==> src/hw/rtl/timed_waypoint_setpoint_player_core_defines.svh <==
// Assertion helpers shared by the player RTL.
`ifndef TIMED_WAYPOINT_SETPOINT_PLAYER_CORE_DEFINES_SVH
`define TIMED_WAYPOINT_SETPOINT_PLAYER_CORE_DEFINES_SVH

// Same-cycle implication, disabled while reset is asserted.
`define TWSP_ASSERT_IMP(lbl, clk, rst_n, ante, cons, msg) \
	lbl: assert property (@(posedge clk) disable iff (!rst_n) (ante) |-> (cons)) \
		else $error(msg);

// Next-cycle implication, disabled while reset is asserted.
`define TWSP_ASSERT_NXT(lbl, clk, rst_n, ante, cons, msg) \
	lbl: assert property (@(posedge clk) disable iff (!rst_n) (ante) |=> (cons)) \
		else $error(msg);

`endif

==> src/hw/rtl/twsp_pkg.sv <==
package twsp_pkg;

	localparam int TABLE_DEPTH = 1024;
	localparam int IDX_W       = $clog2(TABLE_DEPTH);
	localparam int CNT_W       = $clog2(TABLE_DEPTH + 1);
	localparam int VEL_W       = 48;
	localparam int STAMP_W     = 31;

	localparam int QUEUE_DEPTH = 2;
	localparam int QPTR_W      = (QUEUE_DEPTH > 1) ? $clog2(QUEUE_DEPTH) : 1;
	localparam int QCNT_W      = $clog2(QUEUE_DEPTH + 1);

	// request codes on item.req_type
	localparam logic [1:0] REQ_CLEAR = 2'd0;
	localparam logic [1:0] REQ_DATA  = 2'd1;
	localparam logic [1:0] REQ_EXEC  = 2'd2;
	localparam logic [1:0] REQ_TICK  = 2'd3;

	// result kinds
	localparam logic [2:0] K_ACCEPT   = 3'd0;
	localparam logic [2:0] K_STALE    = 3'd1;
	localparam logic [2:0] K_IGNORED  = 3'd2;
	localparam logic [2:0] K_SETPOINT = 3'd3;
	localparam logic [2:0] K_END      = 3'd4;

	typedef enum logic [1:0] {
		OP_CLEAR,
		OP_DATA,
		OP_EXEC,
		OP_TICK
	} op_t;

	typedef enum logic [1:0] {
		ST_IDLE,
		ST_READ,
		ST_END2
	} state_t;

	typedef struct packed {
		logic [1:0]         req_type;
		logic signed [15:0] vel_x;
		logic signed [15:0] vel_y;
		logic signed [15:0] turn_rate;
		logic [30:0]        stamp_us;
	} item_t;

	typedef struct packed {
		logic [2:0]         kind;
		logic signed [15:0] set_vx;
		logic signed [15:0] set_vy;
		logic signed [15:0] set_turn;
		logic               last_flag;
	} res_t;

	// queued command: vel packs vx low, vy middle, turn high
	typedef struct packed {
		op_t                op;
		logic [VEL_W-1:0]   vel;
		logic [STAMP_W-1:0] stamp;
	} cmd_t;

endpackage

==> src/hw/rtl/twsp_front.sv <==
`include "timed_waypoint_setpoint_player_core_defines.svh"

module twsp_front import twsp_pkg::*; (
	input  logic  clk,
	input  logic  arst_n,
	input  logic  start,
	input  item_t item,
	output logic  busy,
	output logic  q_valid,
	output cmd_t  q_head,
	input  logic  q_ready
);

	cmd_t              q_mem [QUEUE_DEPTH];
	logic [QPTR_W-1:0] wr_ptr_q;
	logic [QPTR_W-1:0] rd_ptr_q;
	logic [QCNT_W-1:0] cnt_q;
	logic              push;
	logic              pop;
	cmd_t              cmd_in;

	// request code -> command
	always_comb begin
		cmd_in.vel   = {item.turn_rate, item.vel_y, item.vel_x};
		cmd_in.stamp = item.stamp_us;
		unique case (item.req_type)
			REQ_CLEAR: cmd_in.op = OP_CLEAR;
			REQ_DATA:  cmd_in.op = OP_DATA;
			REQ_EXEC:  cmd_in.op = OP_EXEC;
			REQ_TICK:  cmd_in.op = OP_TICK;
			default:   cmd_in.op = OP_TICK;
		endcase
	end

	assign busy    = (cnt_q == QCNT_W'(QUEUE_DEPTH));
	assign push    = start && !busy;
	assign q_valid = (cnt_q != '0);
	assign pop     = q_valid && q_ready;
	assign q_head  = q_mem[rd_ptr_q];

	function automatic logic [QPTR_W-1:0] ptr_inc(input logic [QPTR_W-1:0] p);
		return (p == QPTR_W'(QUEUE_DEPTH - 1)) ? '0 : p + QPTR_W'(1);
	endfunction

	always_ff @(posedge clk) begin
		if (push) begin
			q_mem[wr_ptr_q] <= cmd_in;
		end
	end

	always_ff @(posedge clk or negedge arst_n) begin
		if (!arst_n) begin
			wr_ptr_q <= '0;
			rd_ptr_q <= '0;
			cnt_q    <= '0;
		end else begin
			if (push) begin
				wr_ptr_q <= ptr_inc(wr_ptr_q);
			end
			if (pop) begin
				rd_ptr_q <= ptr_inc(rd_ptr_q);
			end
			if (push && !pop) begin
				cnt_q <= cnt_q + QCNT_W'(1);
			end else if (pop && !push) begin
				cnt_q <= cnt_q - QCNT_W'(1);
			end
		end
	end

	`TWSP_ASSERT_IMP(a_cnt_bound, clk, arst_n, 1'b1,
		cnt_q <= QCNT_W'(QUEUE_DEPTH), "queue overfilled")
	`TWSP_ASSERT_NXT(a_cnt_push, clk, arst_n, push && !pop,
		cnt_q == $past(cnt_q) + QCNT_W'(1), "push lost")

endmodule

==> config.mk <==
export PLATFORM = sky130hd
export DESIGN_NAME = twsp_front
export DESIGN_NICKNAME = d
export VERILOG_FILES = /design/src/hw/rtl/twsp_pkg.sv /design/src/hw/rtl/twsp_front.sv
export VERILOG_INCLUDE_DIRS = /design/src /design/src/hw/rtl
export SDC_FILE = /design/constraint.sdc
export NUM_CORES = 1
export LEC_CHECK = 0
export BUFFER_PORTS_ARGS = -buffer_cell sky130_fd_sc_hd__buf_2
export CAP_MARGIN = 20
export CORE_UTILIZATION = 57
export CTS_BUF_LIST = sky130_fd_sc_hd__clkbuf_16
export CTS_CLUSTER_DIAMETER = 40
export CTS_CLUSTER_SIZE = 10
export DETAILED_ROUTE_END_ITERATION = 8
export GPL_TIMING_DRIVEN = 0
export PLACE_DENSITY = 0.93
export SKIP_CTS_REPAIR_TIMING = 1
export SLEW_MARGIN = 40
export SYNTH_ARGS = -nofsm -noshare
export SYNTH_HDL_FRONTEND = slang
export SYNTH_SLANG_ARGS = --single-unit
==> constraint.sdc <==
create_clock -name clk -period 14.11 [get_ports clk]
set_clock_uncertainty 0.15 [all_clocks]
set_input_delay 2.822 -clock clk [delete_from_list [all_inputs] [get_ports clk]]
set_output_delay 2.822 -clock clk [all_outputs]
set_load 0.02 [all_outputs]
==> impl_metrics.py <==
metrics = {
    "cts": {
        "clockRootBuffer": "clkbuf_16",
        "clock_latency_ps": 410,
        "numCtsBuffers": 17,
        "cts.sinks": 166,
        "cts_buffer_depth": 2,
        "cts_htree_levels": 4,
        "clk_pin_slew_worst_paths_ps": 60,
        "cts_tree": "yes",
    },
    "grt": {
        "grt_start_max_net_pins": 40,
        "grt_pass1_wl_mm": 15.8,
        "overflow": 0,
        "grt_pass1_vias": 3205,
        "antenna_found_initial": 0,
        "gr-usage-all-layers": 0.187,
    },
    "logic_synthesis": {
        "ys_top_cells_by_area": "edfxtp_1 (75%), mux2_4 (18%), buf_12 (2.5%), dfrtp_1 (1.6%), xnor2_1 (0.41%)",
        "syn_inst": 273,
        "avgSynthCellArea_sq_um": 23.6,
        "seq_area_frac_synth": 0.769,
        "synth-main-ff-cell": "edfxtp_1",
        "synth.ff_latch_count": 166,
        "synth_area_sq_mm": 0.00645,
        "synth-async-reset-ratio": 0.0241,
        "synthTopCellsByCount": "edfxtp_1 (162), mux2_4 (79), buf_12 (8)",
        "yosys_warnings": 0,
        "yosys.area.top_type": "edfxtp_1",
        "synth.most_common_cell": "edfxtp_1",
        "synth_edf_count": 162,
        "synth_top_area_frac": 0.754,
        "synth.distinct_cells": 17,
        "syn_nets": 359,
    },
    "place": {
        "portBuffers": 165,
        "placed_cells": 584,
        "hpwl_mm": 7.43,
        "gp_congestion": 0.671,
    },
    "timing": {
        "fin_crit_ps": 4620,
        "fmax_ghz": 0.217,
        "fin_hold_ws_ps": 371,
        "hold_viol_final": 0,
        "min_period_over_period": 0.327,
        "setup_tns_ps": 0,
        "final-setup-viol-count": 0,
        "tightest_slew_ps": 543,
        "relSlewSlack": 0.637,
        "slew_viol_final": 0,
        "rsz0062_at_grt": "false",
    },
    "setup_path": {
        "crit_chain": "buf_6 > buf_12 > mux2_4 > buf_2",
        "arrival_ps": 1640,
        "path_delay_family": "buffers and inverters",
        "critPathLaunch": "rd_ptr_q",
        "endpoint_kind": "output port",
        "ff2ff_path_depth": 5,
        "critPathMaxStageDelay_ps": 340,
        "crit_buf_inv": 3,
        "path_max_fanout": 10,
        "required_ps": 11140,
        "worstSetupStartpointType": "flop",
        "r2r-start": "cnt_q[0]",
        "crit_type": "flop to output port",
        "ff2ff_setup_slack_ps": 12010,
        "timing.rr.end": "q_mem[0][51]",
        "critPathSlowestCell": "dfrtp_1",
    },
    "floorplanning": {
        "row_count": 38,
        "dieArea_sq_mm": 0.0117,
        "pin_count": 168,
        "die_x_um": 108,
        "die_h_um": 108,
        "initial_core_util": 0.590,
        "coreArea_sq_mm": 0.0109,
    },
    "layout": {
        "drive_gt1_frac": 0.614,
        "fillers": 658,
        "area_growth_pct": 26.8,
        "fin_cells": 614,
        "final_nets": 549,
        "diodes": 0,
    },
    "power_and_ir_drop": {
        "leakagePower_nw": 3.35,
        "finalPower_mw": 1.86,
        "max-vdd-ir-drop_uv": 139,
        "p_per_area_mw_per_mm2": 227,
    },
    "flow_run": {
        "maxCapViolCount": 0,
    },
    "detailed_routing": {
        "drtIter0Drc": 126,
        "wl_mm": 10.7,
        "drc": 0,
        "firstDrtPassIters": 4,
        "wire_per_inst_um": 17.5,
        "postRouteAntennaNets": 0,
        "vias_per_cell": 5.03,
        "num_vias": 3091,
    },
    "hold_path": {
        "min_path_cells": 1,
        "min_from": "cnt_q[1]",
        "whs_endpoint": "cnt_q[1]",
        "min_path_type": "flop to flop",
    },
    "run_status": {
        "status": "completed",
    },
}
-- layout by cell type, fill, tap and decap left out --
cell type / count
inv_1: 5
or2_2: 1
nor2_4: 1
nand2b_1: 1
bufinv_16: 4
xnor2_1: 3
buf_12: 10
clkinvlp_4: 3
clkbuf_16: 17
nand2_2: 1
ha_1: 1
and3_4: 1
buf_8: 2
clkbuf_1: 2
buf_2: 165
buf_16: 2
mux2_4: 79
edfxtp_1: 162
nand2_1: 1
mux2_2: 2
xor2_1: 2
clkinv_1: 1
dfrtp_1: 4
clkinv_2: 2
nor2_1: 1
buf_6: 1
-- metal layers --
metal | part of all wire | wire length [um] | global-route usage
met3 | 0.062 | 665 | 0.0518
met5 | 0 | 0 | 0
met2 | 0.53 | 5660 | 0.323
met1 | 0.40 | 4250 | 0.220
met4 | 0.016 | 175 | 0.0792
-- worst max path at each step --
stage,end,slack [ps],depth (start not counted)
after global placement,q_mem[0][45],5430,3
after floorplan,q_mem[0][0],7150,2
after detailed placement,q_mem[0][48],9670,5
after CTS,q_head[0],9460,4
final,q_head[78],9490,4
after global routing,q_head[78],9430,4
-- where the power goes --
part	total (mW)	internal, mW	switching [mW]
clock	0.461	0.290	0.171
combinational	0.693	0.330	0.363
sequential	0.705	0.674	0.0310
-- registers in the layout, summed over array words and instances (netlist names) --
signal	cells
q_mem	162
cnt_q	2
rd_ptr_q	1
wr_ptr_q	1
-- layout make-up --
class                           count  area (sq um)  share of cell area
Sequential cell                   166          4960               0.607
Multi-Input combinational cell     94          1310               0.161
Timing Repair Buffer              171           951               0.116
Clock buffer                       17           425              0.0520
Buffer                             11           179              0.0219
Tap cell                          140           175              0.0214
Clock inverter                     13           168              0.0205
Inverter                            2          7.51            0.000917
-- metrics by stage --
step           worst slack (ps)  area, sq um  utilization
3_3_place_gp               5430         7450        0.682
3_5_place_dp               9670         7590        0.694
5_1_grt                    9430         8180        0.748
6_report                   9490         8180        0.748
2_1_floorplan              7150         6450            -
4_1_cts                    9460         8180        0.748
-- kinds of logic (layout without fill, tap and decap cells) --
group | after synthesis | in the layout | synth area share
flops | 166 | 166 | 0.769
buf+inv | 13 | 214 | 0.0289
mux | 81 | 81 | 0.187
fa+ha+maj | 1 | 1 | 0.00194
xor+xnor | 5 | 5 | 0.00679
simple gates | 7 | 7 | 0.00563
Note: power is estimated with default switching activity, not from simulation.
